<file path="config.mk">
export PLATFORM = sky130hd
export DESIGN_NAME = key_event_fifo_with_paced_release
export DESIGN_NICKNAME = d
export VERILOG_FILES = /design/src/hdl/kefr_pkg.sv /design/src/hdl/kefr_cfg.sv /design/src/hdl/kefr_ctrl.sv /design/src/hdl/kefr_dp.sv /design/src/hdl/key_event_fifo_with_paced_release.sv
export SDC_FILE = /design/constraint.sdc
export NUM_CORES = 2
export LEC_CHECK = 0
export ABC_AREA = 1
export BUFFER_PORTS_ARGS = -buffer_cell sky130_fd_sc_hd__buf_2
export CAP_MARGIN = 0
export CORE_MARGIN = 4
export CORE_UTILIZATION = 55
export DETAILED_ROUTE_END_ITERATION = 8
export HOLD_SLACK_MARGIN = 0.08
export PLACE_DENSITY = 0.71
export SLEW_MARGIN = 20
export SYNTH_ARGS = -nofsm -noshare
export SYNTH_HDL_FRONTEND = slang
export SYNTH_SLANG_ARGS = --single-unit
export TNS_END_PERCENT = 5
</file>
<file path="constraint.sdc">
create_clock -name clk -period 17.65 [get_ports clk]
set_clock_uncertainty 0.15 [all_clocks]
set_input_delay 3.53 -clock clk [delete_from_list [all_inputs] [get_ports clk]]
set_output_delay 3.53 -clock clk [all_outputs]
set_load 0.01 [all_outputs]
</file>
<file path="src/hdl/kefr_pkg.sv">
`default_nettype none

package kefr_pkg;

    // Ring geometry
    localparam int QUEUE_DEPTH = 32;
    localparam int PTR_W       = $clog2(QUEUE_DEPTH);
    localparam int FILL_W      = 5;

    // Configuration port geometry
    localparam int CFG_IDX_W  = 3;
    localparam int CFG_DATA_W = 32;

    // Register reset values
    localparam logic [15:0] GAP_NORMAL_RST = 16'd15;
    localparam logic [15:0] GAP_FAST_RST   = 16'd2;
    localparam logic [15:0] REL_NORMAL_RST = 16'd10;
    localparam logic [15:0] REL_FAST_RST   = 16'd2;
    localparam logic [31:0] BACKSPACE_RST  = 32'd8;
    localparam logic [31:0] DELETE_RST     = 32'd127;

    // Register indexes
    typedef enum logic [CFG_IDX_W-1:0] {
        CFG_READ_GAP_NORMAL      = 3'd0,
        CFG_READ_GAP_FAST        = 3'd1,
        CFG_RELEASE_AFTER_NORMAL = 3'd2,
        CFG_RELEASE_AFTER_FAST   = 3'd3,
        CFG_BACKSPACE_CODE       = 3'd4,
        CFG_DELETE_CODE          = 3'd5
    } kefr_cfg_idx_t;

    // Item actions
    typedef enum logic {
        ACT_PUSH = 1'b0,
        ACT_READ = 1'b1
    } kefr_action_t;

    // Controller states
    typedef enum logic {
        ST_IDLE,
        ST_READ
    } kefr_state_t;

    typedef struct packed {
        logic        action;
        logic [31:0] key_code;
        logic        key_pressed;
        logic [31:0] now_ms;
    } kefr_in_t;

    typedef struct packed {
        logic [31:0]       out_key;
        logic              out_pressed;
        logic              took_event;
        logic              dropped_oldest;
        logic [FILL_W-1:0] fill_level;
    } kefr_out_t;

    typedef struct packed {
        logic [15:0] read_gap_normal;
        logic [15:0] read_gap_fast;
        logic [15:0] release_after_normal;
        logic [15:0] release_after_fast;
        logic [31:0] backspace_code;
        logic [31:0] delete_code;
    } kefr_cfg_t;

    // Controller commands to the datapath
    typedef struct packed {
        logic push;
        logic rd_start;
        logic rd_finish;
    } kefr_cmd_t;

    // One ring slot
    typedef struct packed {
        logic [31:0] key;
        logic        pressed;
        logic [31:0] stamp;
    } kefr_entry_t;

endpackage

`default_nettype wire

</file>
<file path="src/hdl/kefr_cfg.sv">
`default_nettype none

module kefr_cfg (
    input  wire logic                             clk,
    input  wire logic                             rst_n,
    input  wire logic                             cfg_valid,
    output logic                                  cfg_ready,
    input  wire logic [kefr_pkg::CFG_IDX_W-1:0]   cfg_index,
    input  wire logic [kefr_pkg::CFG_DATA_W-1:0]  cfg_data,
    output kefr_pkg::kefr_cfg_t                   cfg
);

    kefr_pkg::kefr_cfg_t cfg_reg;

    assign cfg_ready = 1'b1;
    assign cfg       = cfg_reg;

    // Decode register writes; unknown indexes are dropped
    always_ff @(posedge clk or negedge rst_n)
    begin
        if (!rst_n)
        begin
            cfg_reg.read_gap_normal      <= kefr_pkg::GAP_NORMAL_RST;
            cfg_reg.read_gap_fast        <= kefr_pkg::GAP_FAST_RST;
            cfg_reg.release_after_normal <= kefr_pkg::REL_NORMAL_RST;
            cfg_reg.release_after_fast   <= kefr_pkg::REL_FAST_RST;
            cfg_reg.backspace_code       <= kefr_pkg::BACKSPACE_RST;
            cfg_reg.delete_code          <= kefr_pkg::DELETE_RST;
        end
        else if (cfg_valid && cfg_ready)
        begin
            unique case (kefr_pkg::kefr_cfg_idx_t'(cfg_index))
                kefr_pkg::CFG_READ_GAP_NORMAL:
                    cfg_reg.read_gap_normal <= cfg_data[15:0];
                kefr_pkg::CFG_READ_GAP_FAST:
                    cfg_reg.read_gap_fast <= cfg_data[15:0];
                kefr_pkg::CFG_RELEASE_AFTER_NORMAL:
                    cfg_reg.release_after_normal <= cfg_data[15:0];
                kefr_pkg::CFG_RELEASE_AFTER_FAST:
                    cfg_reg.release_after_fast <= cfg_data[15:0];
                kefr_pkg::CFG_BACKSPACE_CODE:
                    cfg_reg.backspace_code <= cfg_data[31:0];
                kefr_pkg::CFG_DELETE_CODE:
                    cfg_reg.delete_code <= cfg_data[31:0];
                default:
                    cfg_reg <= cfg_reg;
            endcase
        end
    end

endmodule

`default_nettype wire

</file>
<file path="src/hdl/kefr_ctrl.sv">
`default_nettype none

module kefr_ctrl (
    input  wire logic             clk,
    input  wire logic             rst_n,
    input  wire logic             start,
    input  wire logic             action,
    output logic                  busy,
    output logic                  done,
    output kefr_pkg::kefr_cmd_t   cmd
);

    kefr_pkg::kefr_state_t state_reg;
    kefr_pkg::kefr_state_t state_next;
    logic                  done_reg;
    logic                  done_next;

    // State and strobe registers
    always_ff @(posedge clk or negedge rst_n)
    begin
        if (!rst_n)
        begin
            state_reg <= kefr_pkg::ST_IDLE;
            done_reg  <= 1'b0;
        end
        else
        begin
            state_reg <= state_next;
            done_reg  <= done_next;
        end
    end

    // Next state and commands
    always_comb
    begin
        state_next    = state_reg;
        cmd.push      = 1'b0;
        cmd.rd_start  = 1'b0;
        cmd.rd_finish = 1'b0;
        busy          = 1'b0;
        unique case (state_reg)
            kefr_pkg::ST_IDLE:
            begin
                if (start)
                begin
                    if (action == kefr_pkg::ACT_READ)
                    begin
                        cmd.rd_start = 1'b1;
                        state_next   = kefr_pkg::ST_READ;
                    end
                    else
                    begin
                        cmd.push = 1'b1;
                    end
                end
            end
            kefr_pkg::ST_READ:
            begin
                busy          = 1'b1;
                cmd.rd_finish = 1'b1;
                state_next    = kefr_pkg::ST_IDLE;
            end
            default:
            begin
                state_next = kefr_pkg::ST_IDLE;
            end
        endcase
        done_next = cmd.push | cmd.rd_finish;
    end

    assign done = done_reg;

endmodule

`default_nettype wire

</file>
<file path="src/hdl/kefr_dp.sv">
`default_nettype none

module kefr_dp (
    input  wire logic                 clk,
    input  wire logic                 rst_n,
    input  wire kefr_pkg::kefr_cmd_t  cmd,
    input  wire kefr_pkg::kefr_in_t   req,
    input  wire kefr_pkg::kefr_cfg_t  cfg,
    output kefr_pkg::kefr_out_t       rsp
);

    localparam int PW = kefr_pkg::PTR_W;

    // Ring storage and registered read port
    kefr_pkg::kefr_entry_t mem [kefr_pkg::QUEUE_DEPTH];
    kefr_pkg::kefr_entry_t rd_data_reg;

    logic [PW-1:0] head_reg, head_next;
    logic [PW-1:0] tail_reg, tail_next;
    logic [31:0]   cur_key_reg, cur_key_next;
    logic          cur_pressed_reg, cur_pressed_next;
    logic [31:0]   cur_time_reg, cur_time_next;
    logic [31:0]   last_pop_reg, last_pop_next;
    logic [31:0]   now_reg;
    kefr_pkg::kefr_out_t rsp_reg, rsp_next;

    logic [PW-1:0] push_nh;
    logic          push_drop;
    logic          fast;
    logic [15:0]   gap;
    logic [15:0]   rel;
    logic          gap_ok;
    logic          nonempty;
    logic          pop;
    logic [31:0]   new_key;
    logic          new_pressed;
    logic          aged_pop;
    logic          aged_cur;
    logic          aged;

    function automatic logic [PW-1:0] next_ptr(input logic [PW-1:0] p);
        logic [PW-1:0] r;
        if (p == PW'(kefr_pkg::QUEUE_DEPTH - 1))
            r = '0;
        else
            r = p + 1'b1;
        return r;
    endfunction

    function automatic logic [kefr_pkg::FILL_W-1:0] fill_of(
        input logic [PW-1:0] h,
        input logic [PW-1:0] t
    );
        logic [PW:0] d;
        if (h >= t)
            d = {1'b0, h} - {1'b0, t};
        else
            d = {1'b0, h} + (PW+1)'(kefr_pkg::QUEUE_DEPTH) - {1'b0, t};
        return kefr_pkg::FILL_W'(d);
    endfunction

    // Write at head on push, fetch tail slot at read start
    always_ff @(posedge clk)
    begin
        if (cmd.push)
            mem[head_reg] <= '{key: req.key_code, pressed: req.key_pressed, stamp: req.now_ms};
        if (cmd.rd_start)
            rd_data_reg <= mem[tail_reg];
    end

    // Push pointer update, dropping the oldest entry when full
    assign push_nh   = next_ptr(head_reg);
    assign push_drop = (push_nh == tail_reg);

    // Read: classify current key, decide pop, check auto-release
    assign fast     = (cur_key_reg == cfg.backspace_code) || (cur_key_reg == cfg.delete_code);
    assign gap      = fast ? cfg.read_gap_fast : cfg.read_gap_normal;
    assign rel      = fast ? cfg.release_after_fast : cfg.release_after_normal;
    assign gap_ok   = (now_reg - last_pop_reg) > {16'd0, gap};
    assign nonempty = (head_reg != tail_reg);
    assign pop      = (!cur_pressed_reg || gap_ok) && nonempty;

    assign new_key     = pop ? rd_data_reg.key : cur_key_reg;
    assign new_pressed = pop ? rd_data_reg.pressed : cur_pressed_reg;
    assign aged_pop    = (now_reg - rd_data_reg.stamp) > {16'd0, rel};
    assign aged_cur    = (now_reg - cur_time_reg) > {16'd0, rel};
    assign aged        = pop ? aged_pop : aged_cur;

    always_comb
    begin
        head_next        = head_reg;
        tail_next        = tail_reg;
        cur_key_next     = cur_key_reg;
        cur_pressed_next = cur_pressed_reg;
        cur_time_next    = cur_time_reg;
        last_pop_next    = last_pop_reg;
        rsp_next         = rsp_reg;
        if (cmd.push)
        begin
            head_next = push_nh;
            if (push_drop)
                tail_next = next_ptr(tail_reg);
            rsp_next.out_key        = '0;
            rsp_next.out_pressed    = 1'b0;
            rsp_next.took_event     = 1'b0;
            rsp_next.dropped_oldest = push_drop;
            rsp_next.fill_level     = fill_of(head_next, tail_next);
        end
        else if (cmd.rd_finish)
        begin
            if (pop)
            begin
                tail_next     = next_ptr(tail_reg);
                cur_key_next  = rd_data_reg.key;
                cur_time_next = rd_data_reg.stamp;
                last_pop_next = now_reg;
            end
            cur_pressed_next        = new_pressed && !aged;
            rsp_next.out_key        = new_key;
            rsp_next.out_pressed    = new_pressed;
            rsp_next.took_event     = pop;
            rsp_next.dropped_oldest = 1'b0;
            rsp_next.fill_level     = fill_of(head_reg, tail_next);
        end
    end

    // Queue and current-key state
    always_ff @(posedge clk or negedge rst_n)
    begin
        if (!rst_n)
        begin
            head_reg        <= '0;
            tail_reg        <= '0;
            cur_key_reg     <= '0;
            cur_pressed_reg <= 1'b0;
            cur_time_reg    <= '0;
            last_pop_reg    <= '0;
        end
        else
        begin
            head_reg        <= head_next;
            tail_reg        <= tail_next;
            cur_key_reg     <= cur_key_next;
            cur_pressed_reg <= cur_pressed_next;
            cur_time_reg    <= cur_time_next;
            last_pop_reg    <= last_pop_next;
        end
    end

    // Hold read time and result payload
    always_ff @(posedge clk)
    begin
        if (cmd.rd_start)
            now_reg <= req.now_ms;
        rsp_reg <= rsp_next;
    end

    assign rsp = rsp_reg;

endmodule

`default_nettype wire

</file>
<file path="src/hdl/key_event_fifo_with_paced_release.sv">
// Key event queue with paced release.
//
// Channels: a command channel (start, busy, req) takes one item per transfer
// when start is high and busy is low. req.action selects a push of a key
// event or a read of the current key. Every item gives exactly one result on
// rsp, marked by done for one cycle; the receiver cannot stall, so a result
// must be taken in the cycle it appears.
// A separate write channel (cfg_valid, cfg_ready, cfg_index, cfg_data) sets
// the pacing registers; cfg_ready is always high. Write it while idle.
//
// Timing: a push gives its result in the cycle after the transfer and the block
// stays ready, so pushes run at one per cycle. A read raises busy for one
// cycle while the tail slot comes out of the ring memory's registered read
// port, then gives its registered result; the block takes no new item until
// busy drops again.
//
// Reset (rst_n, asynchronous) empties the ring, clears the current key to
// released and restores the register defaults. Ring contents are not cleared.
`default_nettype none

module key_event_fifo_with_paced_release (
    input  wire logic                             clk,
    input  wire logic                             rst_n,
    input  wire logic                             start,
    output logic                                  busy,
    input  wire kefr_pkg::kefr_in_t               req,
    output logic                                  done,
    output kefr_pkg::kefr_out_t                   rsp,
    input  wire logic                             cfg_valid,
    output logic                                  cfg_ready,
    input  wire logic [kefr_pkg::CFG_IDX_W-1:0]   cfg_index,
    input  wire logic [kefr_pkg::CFG_DATA_W-1:0]  cfg_data
);

    kefr_pkg::kefr_cfg_t cfg;
    kefr_pkg::kefr_cmd_t cmd;

    kefr_cfg u_cfg (
        .clk       (clk),
        .rst_n     (rst_n),
        .cfg_valid (cfg_valid),
        .cfg_ready (cfg_ready),
        .cfg_index (cfg_index),
        .cfg_data  (cfg_data),
        .cfg       (cfg)
    );

    kefr_ctrl u_ctrl (
        .clk    (clk),
        .rst_n  (rst_n),
        .start  (start),
        .action (req.action),
        .busy   (busy),
        .done   (done),
        .cmd    (cmd)
    );

    kefr_dp u_dp (
        .clk   (clk),
        .rst_n (rst_n),
        .cmd   (cmd),
        .req   (req),
        .cfg   (cfg),
        .rsp   (rsp)
    );

endmodule

`default_nettype wire

</file>
Word-level counts from Yosys, hierarchy flattened

Memories as Yosys holds them, arrays and structs flattened. A register that Yosys moved wholly into a read port is not among the register bits.
Index checks and enable logic that the tools add are counted.

Eq/ne operators: 11
Reduce and logical (&&, ||, !) cells: 16
Bitwise gates (word level): 3
Mux-type cells: 27
$add $sub $neg: 11
Order comparisons: 5

Operators by type and width:

| kind                  | number |
|---|---|
| $gt A32 B16 Y1        | 3 |
| $sub A32 B32 Y32      | 3 |
| $eq A32 B32 Y1        | 2 |
| $mux W5               | 11 |
| $mux W16              | 2 |
| $mux W32              | 1 |
| $add A5 B1 Y5 const B | 4 |
| $sub A5 B5 Y5         | 4 |
| $reduce_and A2 Y1     | 7 |
| $mux W6               | 2 |
| $eq A5 B5 Y1 const B  | 2 |
| $ge A5 B5 Y1          | 2 |
| $mux W1               | 8 |
| $eq A3 B2 Y1 const B  | 2 |
| $eq A3 B3 Y1 const B  | 2 |
| $eq A5 B5 Y1          | 1 |
| $ne A5 B5 Y1          | 1 |
| $mux W2               | 2 |
| $eq A3 B1 Y1 const B  | 1 |
| $logic_not A3 Y1      | 1 |
| $reduce_and A3 Y1     | 1 |
| $logic_and A1 B1 Y1   | 2 |
| $logic_not A1 Y1      | 2 |
| $logic_or A1 B1 Y1    | 2 |
| 4 further kinds       | 5 |

Memory bits (writable): 2080
Memories kept: 1
Bits in registers: 309
Input bits: 105
Logic and storage cells: 94
Output and inout port bits: 43

Memory list:

| memory   | depth | width | read ports | clocked after memory_dff | write ports | line          | source |
|---|---|---|---|---|---|---|---|
| u_dp.mem | 32    | 65    | 1          | 1                        | 1           | kefr_dp.sv:15 | `kefr_pkg::kefr_entry_t mem [kefr_pkg::QUEUE_DEPTH];` |

Longest topological paths before layout

Depth in word-level cells: 13
Mapped depth: 37
Mapped depth without buffers: 37

By module

Synthesis repeated with hierarchy kept, for this count alone.

Cells, all modules: 8814
Area total of the unflattened synthesis: 103146.4 um^2

By module, submodules not included:

| module    | cells each | instances | seq. area each (um^2) | area each (um^2) |
|---|---|---|---|---|
| kefr_dp   | 8238       | 1         | 68911.1               | 98027.8 |
| kefr_cfg  | 565        | 1         | 3223.1                | 5019.8 |
| kefr_ctrl | 11         | 1         | 50.0                  | 98.8 |

Worst setup path before layout

OpenSTA, ideal clock, no wires.

Kind: input -> register
Start point: input port req[65] (netlist name)
End point: register u_ctrl.state_reg
Arrival time: 7685 ps
Data required time: 16939 ps
Library setup time: 561 ps
Buffers on the path: 0
Cell stages on the path: 2
Path slack: 9254 ps
Path through: nand2_1 -> nor2_1

Cells in the longest elaborated chain, start to end: 3

RTL lines:

| item                 | line                                    | source |
|---|---|---|
| start, declared      | key_event_fifo_with_paced_release.sv:26 | `input wire kefr_pkg::kefr_in_t req,` |
| $mux W1              | kefr_ctrl.sv:46                         | `if (action == kefr_pkg::ACT_READ)` |
| $mux W1              | kefr_ctrl.sv:44                         | `if (start)` |
| $pmux W1 S2          | kefr_ctrl.sv:41                         | `unique case (state_reg)` |
| end signal, assigned | kefr_ctrl.sv:23                         | `state_reg <= kefr_pkg::ST_IDLE;` |
| end signal, assigned | kefr_ctrl.sv:28                         | `state_reg <= state_next;` |
| end, declared        | kefr_ctrl.sv:13                         | `kefr_pkg::kefr_state_t state_reg;` |

Every way passes these cells.
A chain may end at the register's enable or synchronous reset.

Final worst setup path

Start point: input port req[65] (netlist name)
End point: memory u_dp.mem[6][35] (netlist name) (enable)

Cells in the longest elaborated chain, start to end: 5

RTL lines:

| item                          | line            | source |
|---|---|---|
| $mux W1                       | kefr_ctrl.sv:46 |  |
| $mux W2                       | kefr_ctrl.sv:44 |  |
| $mux W2                       | kefr_ctrl.sv:41 |  |
| $mux W1                       | kefr_dp.sv:65   | `if (cmd.push)` |
| $mux W1 (not written as such) | kefr_dp.sv:66   | `mem[head_reg] <= '{key: req.key_code, pressed: req.key_pressed, stamp: req.now_ms};` |
| end, declared                 | kefr_dp.sv:15   |  |

Every way passes these cells.

==> results_dict.tcl <==
set metrics [dict create \
    synth-compound-area-share 0.132 \
    grt_max_degree 162 \
    routed_wire_length_per_instance_um 26.2 \
    final_core_utilization 0.611 \
    setup_total_negative_slack_ns 0 \
    nets 8943 \
    synth_ff_type "sky130_fd_sc_hd__edfxtp_1" \
    cp_data_arrival_time_ns 6.51 \
    ios 148 \
    synth_top_family_by_area "compound AO/OA/AOI/OAI gates" \
    max_clock_freq_ghz 0.161 \
    design.die.area_um2 194000 \
    die_h_um 441 \
    detail_route.drc_violations 0 \
    first_global_vias 67800 \
    core.rowCount 158 \
    tritoncts.num_buffers 232 \
    design.core.area_um2 186000 \
    yosysMostFrequentCell "sky130_fd_sc_hd__edfxtp_1" \
    antenna_left 0 \
    synth_adder_area_share 0.0197 \
    post_route_cells_drive_above_1_share 0.0839 \
    detail_route.vias_per_cell 6.26 \
    power.switching_fraction 0.388 \
    hold-worst-slack_ns 0.301 \
    global_route.usage.total 0.302 \
    synth_nets 8981 \
    postSynth.asyncResetShare 0.0966 \
    critical-path-top-delay-family "simple AND/OR/NAND/NOR gates" \
    hpwl_um 177000 \
    worst-setup-path-type "in2reg" \
    routed_wirelength_um 298000 \
    synth_top_cell_area_share 0.637 \
    netlist_top_cells_count "2183 x sky130_fd_sc_hd__edfxtp_1, 1502 x sky130_fd_sc_hd__o21ai_0, 1427 x sky130_fd_sc_hd__nor2_1" \
    final.period_utilization 0.351 \
    cts-htree-levels 4 \
    post_synth_main_area_contributors "sky130_fd_sc_hd__edfxtp_1 64%, sky130_fd_sc_hd__o21ai_0 7.3%, sky130_fd_sc_hd__dfrtp_1 5.4%, sky130_fd_sc_hd__nor2_1 5.2%, sky130_fd_sc_hd__o22ai_1 3.8%" \
    cts.sink_count 2454 \
    die_w_um 441 \
    post_synth_inst_count 8716 \
    synth-warning-count 0 \
    routability_cong 0.950 \
    maxSlewViolCount 0 \
    syn2layout_area_growth_pct 10.2 \
    numPortBuffers 146 \
    yosys.area_share.simple 0.0980 \
    clockRootBuffer "sky130_fd_sc_hd__clkbuf_16" \
    synthMuxAreaShare 0.00367 \
    run_status "complete, no violations" \
    tritoncts "yes" \
    timing.critical_path.to_type "flop" \
    ys_ff_latch 2454 \
    setup-violations-final 0 \
    number_of_buffers_on_the_longest_clock_path 3 \
    synth_enable_flop_cells 2183 \
    power.internal_mw 11.3 \
    worstMarginPinSlew_ns 1.13 \
    grt_pass1_wl_um 438000 \
    fin_ws_ns 11.45 \
    critical_path_buf_inv_count 4 \
    worstPathRequired_ns 17.97 \
    worst_skew_pair.late_latency_ns 0.88 \
    power.combinational.fraction 0.352 \
    setup.worst_path.start_class "primary input" \
    critPathMaxStageDelay_ns 0.88 \
    clk_pin_slew_ns 0.06 \
    finalHoldViolations 0 \
    peakVddDrop_v 0.000159 \
    sw_power_mw 7.13 \
    maxCapViolCount 0 \
    globalRouteOverflowTotal 0 \
    max-slew-margin-rel 0.244 \
    num-fill-cells 14100 \
    crit_path_cell_trace "buf_2, inv_1, nand2_1, nor2_1, buf_4, nand2_1, nor2_4, buf_4" \
    slowest_stage "sky130_fd_sc_hd__buf_4" \
    synth_cell_types 63 \
    power-per-cell-area_nw_per_um2 162 \
    grt_antenna_before_repair 34 \
    power_leakage_nw 39.9 \
    critical_path.max_fanout 49 \
    avgSynthCellArea_um2 11.8 \
    detailedRoute.firstPassIterationCount 6 \
    yosys.area_share.xor_xnor 0.0118 \
    post-place-ws_ns 10.67 \
    yosysSeqAreaShare 0.702 \
    starting_density_of_the_core 0.554 \
    grt_setup_unrepaired "false" \
    final_period_minus_worst_setup_slack_ns 6.20 \
    pwr-share-clk 0.267 \
    cts_hold_repair.buffers 0 \
    holdCritPathClass "reg2reg" \
    largest_reg_flops 2080 \
    via_count 71200 \
    post-cts-setup-buffers 0 \
    share_seq_of_total_power 0.380 \
    syn_area_um2 103000 \
    cts_resized 0 \
    synth_top_area_cell "sky130_fd_sc_hd__edfxtp_1" \
    drt-initial-drc-count 10600 \
]
layout by cell type (no fill, tap or decap), drive strengths merged, types with 7 or more instances in the layout:
master	instances
edfxtp	2183
o21ai	1515
nor2	1437
nand2	941
o22ai	619
inv	385
clkbuf	285
a21oi	245
buf	242
dfrtp	221
ha	156
clkinv	118
nand3	91
xnor2	83
xor2	56
nand4	37
dfxtp	34
mux2i	31
o31ai	26
nor3	19
diode	17
bufinv	17
dfstp	16
o221ai	14
o21a	13
clkinvlp	12
a31oi	11
o21bai	7
or2	7
metal layers:
layer  vias to the layer above  global-route usage  wire length (um)
li1                      31400                   -                 -
met1                     34800               0.424            114000
met2                      4381               0.465            137000
met3                       613              0.0748             37400
met4                        10               0.102             10100
met5                         -                   0                65
path summary, 6_finish.rpt:
check	start	end	slack [ns]	cells after the start
min in group asynchronous	rst_n	u_dp.last_pop_reg[9]$_DFFE_PN0P_	2.45	1
max in group asynchronous	rst_n	u_cfg.cfg[29]$_DFFE_PN0P_	12.16	4
worst min register to register	u_dp.rsp[21]$_SDFFE_PP0P_	u_dp.rsp[21]$_SDFFE_PP0P_	0.30	2
worst max-delay path	req[65]	u_dp.mem[6][35]$_DFFE_PP_	11.45	8
worst min-delay path	u_dp.rsp[21]$_SDFFE_PP0P_	u_dp.rsp[21]$_SDFFE_PP0P_	0.30	2
worst max register to register	u_dp.cur_key_reg[7]$_DFFE_PN0P_	u_dp.last_pop_reg[31]$_DFFE_PN0P_	11.60	23
final cells by class:
class / count / area, um^2 / share of cell area
timing repair buffer: 242 / 1520 / 0.0134
sequential: 2454 / 72200 / 0.637
inverter: 379 / 1460 / 0.0128
multi-input combinational: 5369 / 27600 / 0.243
clock inverter: 153 / 1390 / 0.0123
tap: 2480 / 3100 / 0.0274
clock buffer: 285 / 6110 / 0.0539
antenna: 17 / 42.5 / 0.000375
per-stage QoR:
stage | cell area, um^2 | std cells | power, mW
floorplan | 103000 | 8716 | 11.1
global placement | 106000 | 10900 | 13.3
detailed placement | 106000 | 10900 | 13.4
CTS | 113000 | 11400 | 18.3
global route | 113000 | 11400 | 19.3
finish | 113000 | 11400 | 18.4
power groups by stage:
stage	Sequential, mW	Clock [mW]	Combinational [mW]
final	6.99	4.92	6.48
after global routing	7.02	5.20	7.04
after CTS	6.99	4.95	6.33
after detailed placement	7.11	0	6.28
after global placement	7.09	0	6.18
after floorplan	7.00	0	4.07
kinds of logic after synthesis:
family | count (synthesis)
multiplexers | 36
adder cells (fa/ha/maj) | 160
AND/OR/NAND/NOR | 2554
AO/OA/AOI/OAI | 2479
other | 1
buffers and inverters | 893
flip-flops | 2454
XOR/XNOR | 139
tightest hold or removal path: stages (launching register included):
cell	delay, ns
sky130_fd_sc_hd__dfxtp_1	0.31
sky130_fd_sc_hd__nand2_1	0.06
sky130_fd_sc_hd__nand2_1	0.04
Power figures use the tool's default switching activity.
